==> config.mk <==
export PLATFORM = sky130hd
export DESIGN_NAME = cmr_seq
export DESIGN_NICKNAME = d
export VERILOG_FILES = /design/src/cmr_pkg.sv /design/src/cmr_seq.sv
export SDC_FILE = /design/constraint.sdc
export NUM_CORES = 1
export LEC_CHECK = 0
export BUFFER_PORTS_ARGS = -buffer_cell sky130_fd_sc_hd__buf_2
export CAP_MARGIN = 20
export CORE_AREA = 2 2 39 41
export DETAILED_ROUTE_END_ITERATION = 7
export DIE_AREA = 0 0 41 43
export GPL_TIMING_DRIVEN = 0
export PLACE_DENSITY_LB_ADDON = 0.3
export SLEW_MARGIN = 20
export SYNTH_ARGS = -nofsm -noshare
export SYNTH_HDL_FRONTEND = slang
export SYNTH_SLANG_ARGS = --single-unit
==> constraint.sdc <==
create_clock -name clk -period 1.55 [get_ports clk]
set_input_delay 0.0775 -clock clk [delete_from_list [all_inputs] [get_ports clk]]
set_output_delay 0.0775 -clock clk [all_outputs]
set_load 0.01 [all_outputs]
==> src/cmr_pkg.sv <==
// Shared types, constants and the microcode program of the combined MLCG generator.
package cmr_pkg;

  // Request kinds carried on the input tuser field.
  localparam logic [1:0] REQ_DRAW = 2'd0;
  localparam logic [1:0] REQ_SEED = 2'd1;
  localparam logic [1:0] REQ_RAW  = 2'd2;

  // Multipliers, Schrage quotients and remainders, and moduli of both generators.
  localparam logic [15:0] GEN1_A = 16'd40014;
  localparam logic [15:0] GEN1_Q = 16'd53668;
  localparam logic [13:0] GEN1_R = 14'd12211;
  localparam logic [31:0] GEN1_M = 32'd2147483563;
  localparam logic [15:0] GEN2_A = 16'd40692;
  localparam logic [15:0] GEN2_Q = 16'd52774;
  localparam logic [13:0] GEN2_R = 14'd3791;
  localparam logic [31:0] GEN2_M = 32'd2147483399;

  // Reciprocals ceil(2^47 / Q): the quotient of a magnitude up to 2^31 is bits 62..47
  // of the product with the magnitude.
  localparam logic [31:0] GEN1_RCP = 32'd2622372520;
  localparam logic [31:0] GEN2_RCP = 32'd2666795929;

  // Seed derivation moduli and offsets.
  localparam logic [30:0] SMOD1 = 31'd2147483562;
  localparam logic [30:0] SMOD2 = 31'd2147483398;
  localparam logic [37:0] OFS1  = 38'h00_0000_feed;
  localparam logic [37:0] OFS2  = 38'h00_000d_efeb;

  // Distance of each seed modulus below 2^31, used to fold the high bits back in.
  localparam logic [7:0] SFOLD1 = 8'd86;
  localparam logic [7:0] SFOLD2 = 8'd250;

  // Wrap value for a combined output below one.
  localparam logic [31:0] ZWRAP = 32'd2147483562;

  // Reset values of the two generator seeds.
  localparam logic [31:0] GEN1_INIT = 32'h0000_abcd;
  localparam logic [31:0] GEN2_INIT = 32'h0000_1234;

  // Program entry points and steps.
  localparam logic [3:0] PC_DRAW      = 4'd0;
  localparam logic [3:0] PC_DRAW_QMUL = 4'd1;
  localparam logic [3:0] PC_DRAW_RMUL = 4'd2;
  localparam logic [3:0] PC_DRAW_MUL  = 4'd3;
  localparam logic [3:0] PC_DRAW_SUB  = 4'd4;
  localparam logic [3:0] PC_DRAW_FIX  = 4'd5;
  localparam logic [3:0] PC_DRAW_OUT  = 4'd6;
  localparam logic [3:0] PC_SEED      = 4'd7;
  localparam logic [3:0] PC_SEED_FOLD = 4'd8;
  localparam logic [3:0] PC_SEED_SUB  = 4'd9;
  localparam logic [3:0] PC_SEED_WR   = 4'd10;

  // One control word of the microcode program.
  typedef struct packed {
    logic ld_draw;
    logic ld_seed;
    logic qmul;
    logic rmul;
    logic mul;
    logic sub;
    logic fold;
    logic csub;
    logic wr_draw;
    logic wr_seed;
    logic out_ld;
    logic last;
  } ctl_t;

  // Microcode ROM.
  function automatic ctl_t ucode(input logic [3:0] pc);
    ctl_t c;
    c = '0;
    unique case (pc)
      PC_DRAW:      c.ld_draw = 1'b1;
      PC_DRAW_QMUL: c.qmul    = 1'b1;
      PC_DRAW_RMUL: c.rmul    = 1'b1;
      PC_DRAW_MUL:  c.mul     = 1'b1;
      PC_DRAW_SUB:  c.sub     = 1'b1;
      PC_DRAW_FIX:  c.wr_draw = 1'b1;
      PC_DRAW_OUT: begin
        c.out_ld = 1'b1;
        c.last   = 1'b1;
      end
      PC_SEED:      c.ld_seed = 1'b1;
      PC_SEED_FOLD: c.fold    = 1'b1;
      PC_SEED_SUB:  c.csub    = 1'b1;
      PC_SEED_WR: begin
        c.wr_seed = 1'b1;
        c.last    = 1'b1;
      end
      default: c = '0;
    endcase
    return c;
  endfunction

endpackage

==> src/cmr_seq.sv <==
// Microcode sequencer: program counter and control word fetch.
module cmr_seq (
  input  logic          clk,
  input  logic          rst_n,
  input  logic          start,
  input  logic [3:0]    start_pc,
  input  logic          hold,
  output logic          busy,
  output cmr_pkg::ctl_t ctl
);

  logic          busy_r, busy_nxt;
  logic [3:0]    pc_r, pc_nxt;
  cmr_pkg::ctl_t rom_word;

  assign rom_word = cmr_pkg::ucode(pc_r);
  assign busy     = busy_r;
  // Steps act only while a program runs and the current step is not held.
  assign ctl      = (busy_r && !hold) ? rom_word : '0;

  // Next program counter and busy flag.
  always_comb begin
    busy_nxt = busy_r;
    pc_nxt   = pc_r;
    if (!busy_r) begin
      if (start) begin
        busy_nxt = 1'b1;
        pc_nxt   = start_pc;
      end
    end else if (!hold) begin
      if (rom_word.last) begin
        busy_nxt = 1'b0;
      end else begin
        pc_nxt = pc_r + 4'd1;
      end
    end
  end

  always_ff @(posedge clk) begin
    if (!rst_n) begin
      busy_r <= 1'b0;
      pc_r   <= cmr_pkg::PC_DRAW;
    end else begin
      busy_r <= busy_nxt;
      pc_r   <= pc_nxt;
    end
  end

endmodule

==> summary.md <==
| Metric | Value |
|---|---|
| RSZ-0062 raised after global routing | `false` |
| Drt drc | `0` |
| P&R area growth vs syn | `33.2%` |
| Worst Hold Class | `primary input to flip-flop` |
| Placed cell area | `588 um^2` |
| Iteration count of the initial detailed-routing pass | `3` |
| Final Power | `0.000453 W` |
| Slew Limit Headroom | `80.5%` |
| First-pass GRT wire length | `1.65 mm` |
| CORE AREA | `1380 um^2` |
| Seq/Total Area, Yosys | `21.4%` |
| Crit path time final | `1.41 ns` |
| Net count after synthesis | `74` |
| Clock skew | `0.00344 ns` |
| Max-cap violations | `0` |
| LEAKAGE | `0.308 nW` |
| GR Overflow Total | `0` |
| Num ports | `21` |
| PortBufs | `20` |
| Die Width | `41 um` |
| Final setup vio count | `0` |
| Uppermost layer routed | `met4` |
| Placer congestion estimate | `0.684` |
| Async SR Flop Fraction | `0%` |
| Synthesized instance count | `62` |
| Critical Path RT | `1.69 ns` |
| Share of cells above drive strength 1 | `37.2%` |
| Crit path launch type | `flip-flop` |
| Post-Syn Area | `468 um^2` |
| Synth top cells by count | `nand2_1, nor2_1, dfxtp_1` |
| Global-route usage over all layers | `14.2%` |
| Count of cell types in the netlist | `25` |
| Largest net degree at the start of global routing | `11` |
| Max Freq | `711 MHz` |
| Die H | `43 um` |
| Internal power | `0.000307 W` |
| Crit path max fanout | `8` |
| Post-layout instance area | `623 um^2` |
| Post-synth EDFFs | `0` |
| Total Neg Setup Slack | `0 ns` |
| Clk pwr share | `34.9%` |
| Met2 wire length | `484 um` |
| Initial Utilization | `33.8%` |
| Skew-Pair Late Insertion Delay | `0.25 ns` |
| Most common cell in the netlist | `nand2_1` |
| Final #Nets | `99` |
| Main synth FF type | `dfxtp_1` |
| Pwr Density | `728 nW/um^2` |
| Post-DP HPWL | `775 um` |
| Yosys reg bits | `5` |
| Measured slew at the worst slew-check pin | `0.291 ns` |
| Max-slew violations | `0` |
| Final wirelength | `1.00 mm` |
| Initial antenna violation count | `0` |
| Clock tree buffer depth | `2` |
| Antenna Nets Post-Route | `0` |
| Cts bufs inserted | `3` |
| Worst hold margin | `0.109 ns` |
| Crit path capture type | `flip-flop` |
| Num Clock Sinks | `5` |
| Vias in the first global route | `428` |
| Yosys warns | `0` |
| Final Cycle Share | `90.7%` |
| Wire length on met1 | `440 um` |
| Initial drt markers | `4` |
| TritonCTS clock tree | `built` |
| Net Sw Power | `0.000147 W` |
| # rows | `14` |
| Logic gate share of total power | `31.6%` |
| Sw Share | `32.4%` |
| CTS root buffer | `clkbuf_4` |
| Antenna cell count | `0` |
| Post-synth top area share | `21.4%` |
| Met3 wire len | `46 um` |
| Cell taking the most area after synthesis | `dfxtp_1` |
| Synth area leaders | `dfxtp_1, ha_1, nand2_1, nor2_1, xnor2_4` |
| Crit Path Category | `flip-flop to flip-flop` |
| Final hold viol count | `0` |
| Vias per cell | `4.65` |
| Fin util | `45.0%` |
| Die ar. | `1760 um^2` |
| WP data arrival | `1.54 ns` |
| Maximum vdd drop | `260 uV` |
| WL/cell | `9.81 um` |
| Clock slew at reported path FFs | `0.04 ns` |
| Seq pwr share | `33.5%` |
| Via count | `474` |
| Run status | `finished, final reports clean` |
| H-tree Lvls | `1` |
| Mean Syn Cell Area | `7.55 um^2` |
| Post-CTS Hold Fix Bufs | `0` |
## power by group through the flow
stage               Sequential [W]  Combinational (W)  Clock [W]
floorplan                 0.000152           0.000107          0
global placement          0.000153           0.000139          0
detailed placement        0.000153           0.000141          0
CTS                       0.000151           0.000142   0.000165
global route              0.000154           0.000163   0.000178
finish                    0.000152           0.000143   0.000158
## metrics by stage
step	std cells	setup WS [ns]
after global placement	98	0.165
after detailed placement	98	0.156
after global routing	102	0.0141
final	102	0.144
after floorplan	62	0.263
after CTS	102	0.0234
## path summary, 6_finish.rpt
| path | from | endpoint | slack (ns) | depth (start not counted) |
|---|---|---|---|---|
| setup reg to reg | pc_r[0]$_SDFFE_PN0P_ | pc_r[0]$_SDFFE_PN0P_ | 0.14 | 5 |
| hold / removal | rst_n | busy$_SDFF_PN0_ | 0.11 | 3 |
| setup / recovery | pc_r[0]$_SDFFE_PN0P_ | pc_r[0]$_SDFFE_PN0P_ | 0.14 | 5 |
| hold reg to reg | pc_r[2]$_SDFFE_PN0P_ | pc_r[2]$_SDFFE_PN0P_ | 0.61 | 3 |
## sequential cells by signal, summed over array words and instances (netlist names)
register and count:
busy 1, pc_r 4
## critical path: stages, from the launching register on
cell,delay [ns]
dfxtp_1,0.38
inv_1,0.11
ha_1,0.22
nand2_1,0.11
o211ai_4,0.13
o311a_1,0.34
## kinds of logic (layout without fill, tap and decap cells)
| logic type | count (synthesis) | in the layout | synth area share [%] |
|---|---|---|---|
| AOI/OAI and AO/OA | 10 | 10 | 19.0 |
| xor gates and xnor gates | 1 | 1 | 5.88 |
| adders and majority gates | 4 | 4 | 10.7 |
| buffers and inverters | 7 | 31 | 8.29 |
| DFF | 5 | 5 | 21.4 |
| muxes | 1 | 1 | 2.41 |
| and+or+nand+nor | 34 | 34 | 32.4 |
## cell type report
type,count,area [um^2]
timing repair buffer,20,100
sequential,5,101
fill,146,761
multi-input combinational,50,330
buffer,3,30.0
tap,16,20.0
clock buffer,4,26.3
inverter,4,15.0
## timing repair
action | 4_1_cts | 5_1_grt
setup endpoints to repair | 0 | 10
gates resized for setup | 0 | 5
buffers inserted | 0 | 0
## layer usage
layer | GRT usage, % | vias up
li1 | - | 252
met1 | 16.7 | 204
met2 | 21.3 | 15
met3 | 1.57 | 3
met4 | 12.0 | 0
met5 | 0 | -
## placed cells by master, fill, tap and decap left out, drive strengths merged, types with 2 or more instances in the layout
master	netlist	final
a21oi	2	2
buf	3	23
clkbuf	0	4
dfxtp	5	5
ha	4	4
inv	4	4
nand2	12	12
nand2b	2	2
nor2	11	11
nor3	4	4
o2bb2ai	2	2
(Power assumes the default switching activity.)
