[config.mk]
export PLATFORM = sky130hd
export DESIGN_NAME = cmr_lane
export DESIGN_NICKNAME = d
export VERILOG_FILES = /design/src/cmr_pkg.sv /design/src/cmr_lane.sv
export SDC_FILE = /design/constraint.sdc
export NUM_CORES = 2
export LEC_CHECK = 0
export ABC_CLOCK_PERIOD_IN_PS = 7040
export BUFFER_PORTS_ARGS = -buffer_cell sky130_fd_sc_hd__buf_2
export CAP_MARGIN = 20
export CORE_MARGIN = 5
export CORE_UTILIZATION = 60
export CTS_BUF_LIST = sky130_fd_sc_hd__clkbuf_8 sky130_fd_sc_hd__clkbuf_16
export DETAILED_ROUTE_END_ITERATION = 7
export PLACE_DENSITY = 0.81
export SKIP_LAST_GASP = 1
export SLEW_MARGIN = 30
export SYNTH_ARGS = -nofsm -noshare
export SYNTH_HDL_FRONTEND = slang
export SYNTH_SLANG_ARGS = --single-unit
[constraint.sdc]
create_clock -name clk -period 7.04 [get_ports clk]
set_input_delay 0.352 -clock clk [delete_from_list [all_inputs] [get_ports clk]]
set_output_delay 0.352 -clock clk [all_outputs]
set_load 0.01 [all_outputs]
[src/cmr_pkg.sv]
// Shared types, constants and the microcode program of the combined MLCG generator.
package cmr_pkg;

  // Request kinds carried on the input tuser field.
  localparam logic [1:0] REQ_DRAW = 2'd0;
  localparam logic [1:0] REQ_SEED = 2'd1;
  localparam logic [1:0] REQ_RAW  = 2'd2;

  // Multipliers, Schrage quotients and remainders, and moduli of both generators.
  localparam logic [15:0] GEN1_A = 16'd40014;
  localparam logic [15:0] GEN1_Q = 16'd53668;
  localparam logic [13:0] GEN1_R = 14'd12211;
  localparam logic [31:0] GEN1_M = 32'd2147483563;
  localparam logic [15:0] GEN2_A = 16'd40692;
  localparam logic [15:0] GEN2_Q = 16'd52774;
  localparam logic [13:0] GEN2_R = 14'd3791;
  localparam logic [31:0] GEN2_M = 32'd2147483399;

  // Reciprocals ceil(2^47 / Q): the quotient of a magnitude up to 2^31 is bits 62..47
  // of the product with the magnitude.
  localparam logic [31:0] GEN1_RCP = 32'd2622372520;
  localparam logic [31:0] GEN2_RCP = 32'd2666795929;

  // Seed derivation moduli and offsets.
  localparam logic [30:0] SMOD1 = 31'd2147483562;
  localparam logic [30:0] SMOD2 = 31'd2147483398;
  localparam logic [37:0] OFS1  = 38'h00_0000_feed;
  localparam logic [37:0] OFS2  = 38'h00_000d_efeb;

  // Distance of each seed modulus below 2^31, used to fold the high bits back in.
  localparam logic [7:0] SFOLD1 = 8'd86;
  localparam logic [7:0] SFOLD2 = 8'd250;

  // Wrap value for a combined output below one.
  localparam logic [31:0] ZWRAP = 32'd2147483562;

  // Reset values of the two generator seeds.
  localparam logic [31:0] GEN1_INIT = 32'h0000_abcd;
  localparam logic [31:0] GEN2_INIT = 32'h0000_1234;

  // Program entry points and steps.
  localparam logic [3:0] PC_DRAW      = 4'd0;
  localparam logic [3:0] PC_DRAW_QMUL = 4'd1;
  localparam logic [3:0] PC_DRAW_RMUL = 4'd2;
  localparam logic [3:0] PC_DRAW_MUL  = 4'd3;
  localparam logic [3:0] PC_DRAW_SUB  = 4'd4;
  localparam logic [3:0] PC_DRAW_FIX  = 4'd5;
  localparam logic [3:0] PC_DRAW_OUT  = 4'd6;
  localparam logic [3:0] PC_SEED      = 4'd7;
  localparam logic [3:0] PC_SEED_FOLD = 4'd8;
  localparam logic [3:0] PC_SEED_SUB  = 4'd9;
  localparam logic [3:0] PC_SEED_WR   = 4'd10;

  // One control word of the microcode program.
  typedef struct packed {
    logic ld_draw;
    logic ld_seed;
    logic qmul;
    logic rmul;
    logic mul;
    logic sub;
    logic fold;
    logic csub;
    logic wr_draw;
    logic wr_seed;
    logic out_ld;
    logic last;
  } ctl_t;

  // Microcode ROM.
  function automatic ctl_t ucode(input logic [3:0] pc);
    ctl_t c;
    c = '0;
    unique case (pc)
      PC_DRAW:      c.ld_draw = 1'b1;
      PC_DRAW_QMUL: c.qmul    = 1'b1;
      PC_DRAW_RMUL: c.rmul    = 1'b1;
      PC_DRAW_MUL:  c.mul     = 1'b1;
      PC_DRAW_SUB:  c.sub     = 1'b1;
      PC_DRAW_FIX:  c.wr_draw = 1'b1;
      PC_DRAW_OUT: begin
        c.out_ld = 1'b1;
        c.last   = 1'b1;
      end
      PC_SEED:      c.ld_seed = 1'b1;
      PC_SEED_FOLD: c.fold    = 1'b1;
      PC_SEED_SUB:  c.csub    = 1'b1;
      PC_SEED_WR: begin
        c.wr_seed = 1'b1;
        c.last    = 1'b1;
      end
      default: c = '0;
    endcase
    return c;
  endfunction

endpackage

[src/cmr_lane.sv]
// One generator lane: reciprocal quotient, Schrage products, seed folding and fixups.
module cmr_lane (
  input  logic               clk,
  input  cmr_pkg::ctl_t      ctl,
  input  logic signed [37:0] ld_val,
  input  logic [31:0]        recip,
  input  logic [15:0]        quot,
  input  logic [15:0]        mul_a,
  input  logic [13:0]        mul_r,
  input  logic [31:0]        mod_m,
  input  logic [7:0]         fold_k,
  input  logic [30:0]        smod,
  output logic [31:0]        draw_res,
  output logic [31:0]        seed_res
);

  logic [37:0]        mag_r;
  logic [15:0]        quo_r;
  logic               neg_r;
  logic [31:0]        p1_r;
  logic [29:0]        p2_r;
  logic signed [33:0] t_r;

  logic [62:0]        qprod;
  logic [31:0]        qback;
  logic [14:0]        fprod;
  logic [37:0]        folded;
  logic               ge;
  logic signed [33:0] diff;
  logic [33:0]        t_wrap;

  // Quotient by reciprocal multiplication, exact for magnitudes up to 2^31.
  assign qprod  = {31'd0, mag_r[31:0]} * {31'd0, recip};
  assign qback  = {16'd0, quo_r} * {16'd0, quot};
  // The seed modulus is 2^31 minus the fold constant, so the bits above 2^31 fold back in.
  assign fprod  = {8'd0, mag_r[37:31]} * {7'd0, fold_k};
  assign folded = {7'd0, mag_r[30:0]} + {23'd0, fprod};
  assign ge     = mag_r >= {7'd0, smod};
  assign diff   = $signed({2'b00, p1_r}) - $signed({4'b0000, p2_r});

  // Load magnitude and sign, reduce it, then form the products and their difference.
  always_ff @(posedge clk) begin
    if (ctl.ld_draw || ctl.ld_seed) begin
      neg_r <= ld_val[37];
      mag_r <= ld_val[37] ? 38'(-ld_val) : 38'(ld_val);
    end else if (ctl.rmul) begin
      mag_r <= {6'd0, mag_r[31:0] - qback};
    end else if (ctl.fold) begin
      mag_r <= folded;
    end else if (ctl.csub && ge) begin
      mag_r <= mag_r - {7'd0, smod};
    end
    if (ctl.qmul) begin
      quo_r <= qprod[62:47];
    end
    if (ctl.mul) begin
      p1_r <= {16'd0, mul_a} * {16'd0, mag_r[15:0]};
      p2_r <= {16'd0, mul_r} * {14'd0, quo_r};
    end
    if (ctl.sub) begin
      t_r <= neg_r ? -diff : diff;
    end
  end

  // A negative Schrage result gets the modulus added once.
  assign t_wrap   = 34'(t_r) + {2'b00, mod_m};
  assign draw_res = t_r[33] ? t_wrap[31:0] : t_r[31:0];

  // Truncated remainder keeps the dividend's sign, then one is added.
  always_comb begin
    if (neg_r) begin
      seed_res = 32'(~mag_r + 38'd2);
    end else begin
      seed_res = 32'(mag_r + 38'd1);
    end
  end

endmodule

==> load_flow_metrics.sql <==
INSERT INTO impl_metrics (metric_group, metric, value, unit) VALUES
('setup_path', 'crit_path_end', 'quo_r[1]', ''),
('sta', 'timing.slew.headroom', '43.0', '%'),
('grt', 'via_count_of_the_first_global_routing_pass', '62500', ''),
('route', 'postRouteAntennaNets', '0', ''),
('floorplan', 'die_height', '357', 'um'),
('route', 'detail_route.vias_per_cell', '5.73', ''),
('sta', 'finalCritPeriodShare', '109', '%'),
('synth', 'ys.flop_type', 'edfxtp_1', ''),
('grt', 'globalRouteOverflowTotal', '0', ''),
('cts', 'cts_made_buffers', '17', ''),
('sta', 'finalHoldViolations', '0', ''),
('setup_path', 'r2r-start', 'mag_r[22]', ''),
('synth', 'number_of_register_bits_inferred_by_synthesis', '150', ''),
('cts', 'ctsHtreeMaxLevel', '4', ''),
('sta', 'worst_clock_skew', '19.7', 'ps'),
('cts', 'cts_tree', 'built', ''),
('synth', 'postSynthCellCount', '8072', ''),
('run_status', 'run_status', 'complete, but fails checks', ''),
('cts', 'worstSkewPairLatency', '510', 'ps'),
('route', 'drt_pass1_iterations', '6', ''),
('sta', 'fin_worst_hold_slack', '293', 'ps'),
('place', 'dpl.hpwl', '168', 'mm'),
('cts', 'tritoncts_num_sinks', '150', ''),
('layout', 'final_cell_mix', '1655 x inv_1, 1485 x fa_1, 990 x nand2_1', ''),
('route', 'first_iter_violations', '4228', ''),
('sta', 'setup_repair_after_global_routing_missed_its_margin', 'true', ''),
('floorplan', 'standard_cell_core_area', '0.120', 'mm^2'),
('place', 'portBuffers', '259', ''),
('setup_path', 'timing.critical_path.from_type', 'flip-flop', ''),
('run_status', 'failed_checks', 'setup timing', ''),
('synth', 'synth.yosys.seq_area_share', '6.23', '%'),
('setup_path', 'regToRegSetupSlack', '-620', 'ps'),
('setup_path', 'cp-end-kind', 'flip-flop', ''),
('setup_path', 'critPathRequiredTime', '7310', 'ps'),
('synth', 'synth_nets', '10500', ''),
('route', 'drcViolationCount', '0', ''),
('sta', 'post_route_setup_slack', '-622', 'ps'),
('setup_path', 'critPathKind', 'flip-flop to flip-flop', ''),
('route', 'routed_wl', '203', 'mm'),
('layout', 'syn_to_final_growth', '9.76', '%'),
('synth', 'synth.avg_cell_area', '8.96', 'um^2'),
('cts', 'cts-root-to-sink-buffers', '2', ''),
('layout', 'drive_gt1_share', '11.0', '%'),
('sta', 'slew_viol_final', '0', ''),
('setup_path', 'crit_start', 'mag_r[22]', ''),
('setup_path', 'worst-r2r-cell-count', '26', ''),
('layout', 'final_core_util', '66.3', '%'),
('synth', 'synth.cell_area', '0.0723', 'mm^2'),
('layout', 'mostFrequentLayoutCell', 'inv_1', ''),
('sta', 'achievable-frequency', '131', 'MHz'),
('route', 'routed_wire_length_per_instance', '20.2', 'um'),
('setup_path', 'worst_r2r_endpoint', 'quo_r[1]', ''),
('synth', 'ys_async_sr_fraction', '0', '%'),
('grt', 'gr-usage-all-layers', '32.4', '%'),
('route', 'via_count', '57400', ''),
('grt', 'first_pass_grt_wire_length', '327', 'mm'),
('floorplan', 'dieWidth', '357', 'um'),
('cts', 'number_of_hold_repair_buffers_added_at_the_cts_stage', '0', ''),
('layout', 'design.final.nets', '10800', ''),
('floorplan', 'floorplan.rows', '127', ''),
('cts', 'clockRootBuffer', 'clkbuf_16', ''),
('sta', 'min_period', '7660', 'ps'),
('synth', 'synth_warnings', '0', ''),
('run', 'cap_violations', '0', ''),
('grt', 'grt_start_max_net_pins', '66', ''),
('floorplan', 'fp.dieArea', '0.128', 'mm^2'),
('synth', 'netlist-cell-type-count', '82', ''),
('setup_path', 'worstPathMaxFanout', '5', ''),
('sta', 'max_slew.worst_pin.slew', '849', 'ps'),
('min_path', 'min-delay-path-class', 'input port to flip-flop', ''),
('floorplan', 'start_util', '60.4', '%'),
('grt', 'grt_antenna_before_repair', '28', ''),
('sta', 'timing.final.setup_violations', '16', ''),
('synth', 'synth-edff-count', '150', ''),
('place', 'globalplace.congestion', '0.994', ''),
('setup_path', 'timing.critical_path.arrival', '7930', 'ps'),
('cts', 'cts.clk_slew.worst_paths', '90', 'ps'),
('floorplan', 'ios', '264', '');
==> registers in the layout, summed over array words and instances (netlist names) <==
name	count
neg_r	1
p1_r	32
mag_r	38
quo_r	16
p2_r	30
t_r	33
==> repair_timing <==
action / in CTS / in global routing
cloned: 2 / 2
buffers inserted: 47 / 26
endpoints found under the hold margin: 0 / 0
resized for setup: 135 / 70
pin swaps: 74 / 48
setup endpoints to repair: 19 / 25
==> per-layer routing <==
layer  GRT usage, %  part of all wire, %
met4           15.8                  6.1
met1           40.1                   37
met3           5.64                  8.2
met5              0                0.031
met2           55.3                   48
==> worst min-delay path by stage <==
stage	from	to	slack (ps)	cells after the start
6_report	ld_val[36]	mag_r[37]	290	3
5_1_grt	ld_val[36]	mag_r[37]	300	3
4_1_cts	ld_val[36]	mag_r[37]	260	3
3_5_place_dp	p2_r[0]	t_r[0]	750	2
3_3_place_gp	p2_r[0]	t_r[0]	750	2
2_1_floorplan	ld_val[37]	neg_r	450	0
==> synthesized netlist by cell type (all sizes together) (10+ instances only) <==
cell    number  area (um^2)
a211oi      32          240
a21o       112          842
a21oi      235         1180
a31oi       32          200
and2       990         6190
and3        23          144
buf         17         72.6
clkbuf     392         1470
edfxtp     150         4500
fa        1525        30500
ha         689         8620
inv       1669         6260
mux2        29          327
mux2i       10          100
nand2      995         3730
nand2b      28          175
nand3       52          260
nand4       28          175
nor2       149          559
nor2b       34          213
nor3        69          345
nor4        10         62.6
o211ai      19          143
o21a        37          278
o21ai      166          831
o21bai      29          218
o22ai       18          113
o31ai       28          210
o41ai       12          113
or2         14         90.1
or3         29          186
or4         21          163
xnor2      214         1870
xor2        95          832
==> worst max-delay path, cell delays in order (launching register included) <==
cell	delay, ps
edfxtp_1	450
buf_12	180
buf_4	140
nand2_1	100
fa_1	500
fa_1	550
fa_1	520
fa_1	530
inv_1	50
fa_1	520
fa_2	460
fa_1	510
inv_1	50
fa_1	510
inv_2	50
ha_4	260
nand2_4	50
or3_4	350
nor3_4	200
buf_4	130
nand4_1	290
a31oi_1	300
buf_4	230
a211oi_2	70
o21ai_1	140
a21oi_1	120
xnor2_1	140
==> area by class of cell <==
| type | instances | area (um^2) |
|---|---|---|
| well taps | 1612 | 2020 |
| multi-input cells | 5840 | 60700 |
| repair buffers | 691 | 5250 |
| clock buffers | 17 | 425 |
| flip-flops and latches | 150 | 4500 |
| fillers | 9269 | 40400 |
| inverters | 1673 | 6280 |
| diodes | 22 | 55.1 |
| clock inverters | 15 | 190 |
==> logic make-up after synthesis <==
logic type / share of synthesized area, %
AOI/OAI and AO/OA: 7.18
adders and majority gates: 54.1
xor gates and xnor gates: 3.74
muxes: 0.590
and+or+nand+nor: 17.3
DFF: 6.23
buffers and inverters: 10.8
==> metrics by stage <==
stage / worst slack, ps / area, um^2 / instances / setup TNS, ps
6_report: -622 / 79400 / 10000 / -6100
5_1_grt: -773 / 79400 / 10000 / -9560
4_1_cts: -418 / 78800 / 9973 / -4180
3_5_place_dp: -777 / 77300 / 9894 / -8400
3_3_place_gp: -707 / 77300 / 9894 / -6240
2_1_floorplan: -14.7 / 72500 / 8072 / -14.7
Power is not shown: default switching activity piles up to over one toggle a cycle in this logic, so the estimate is an artifact.
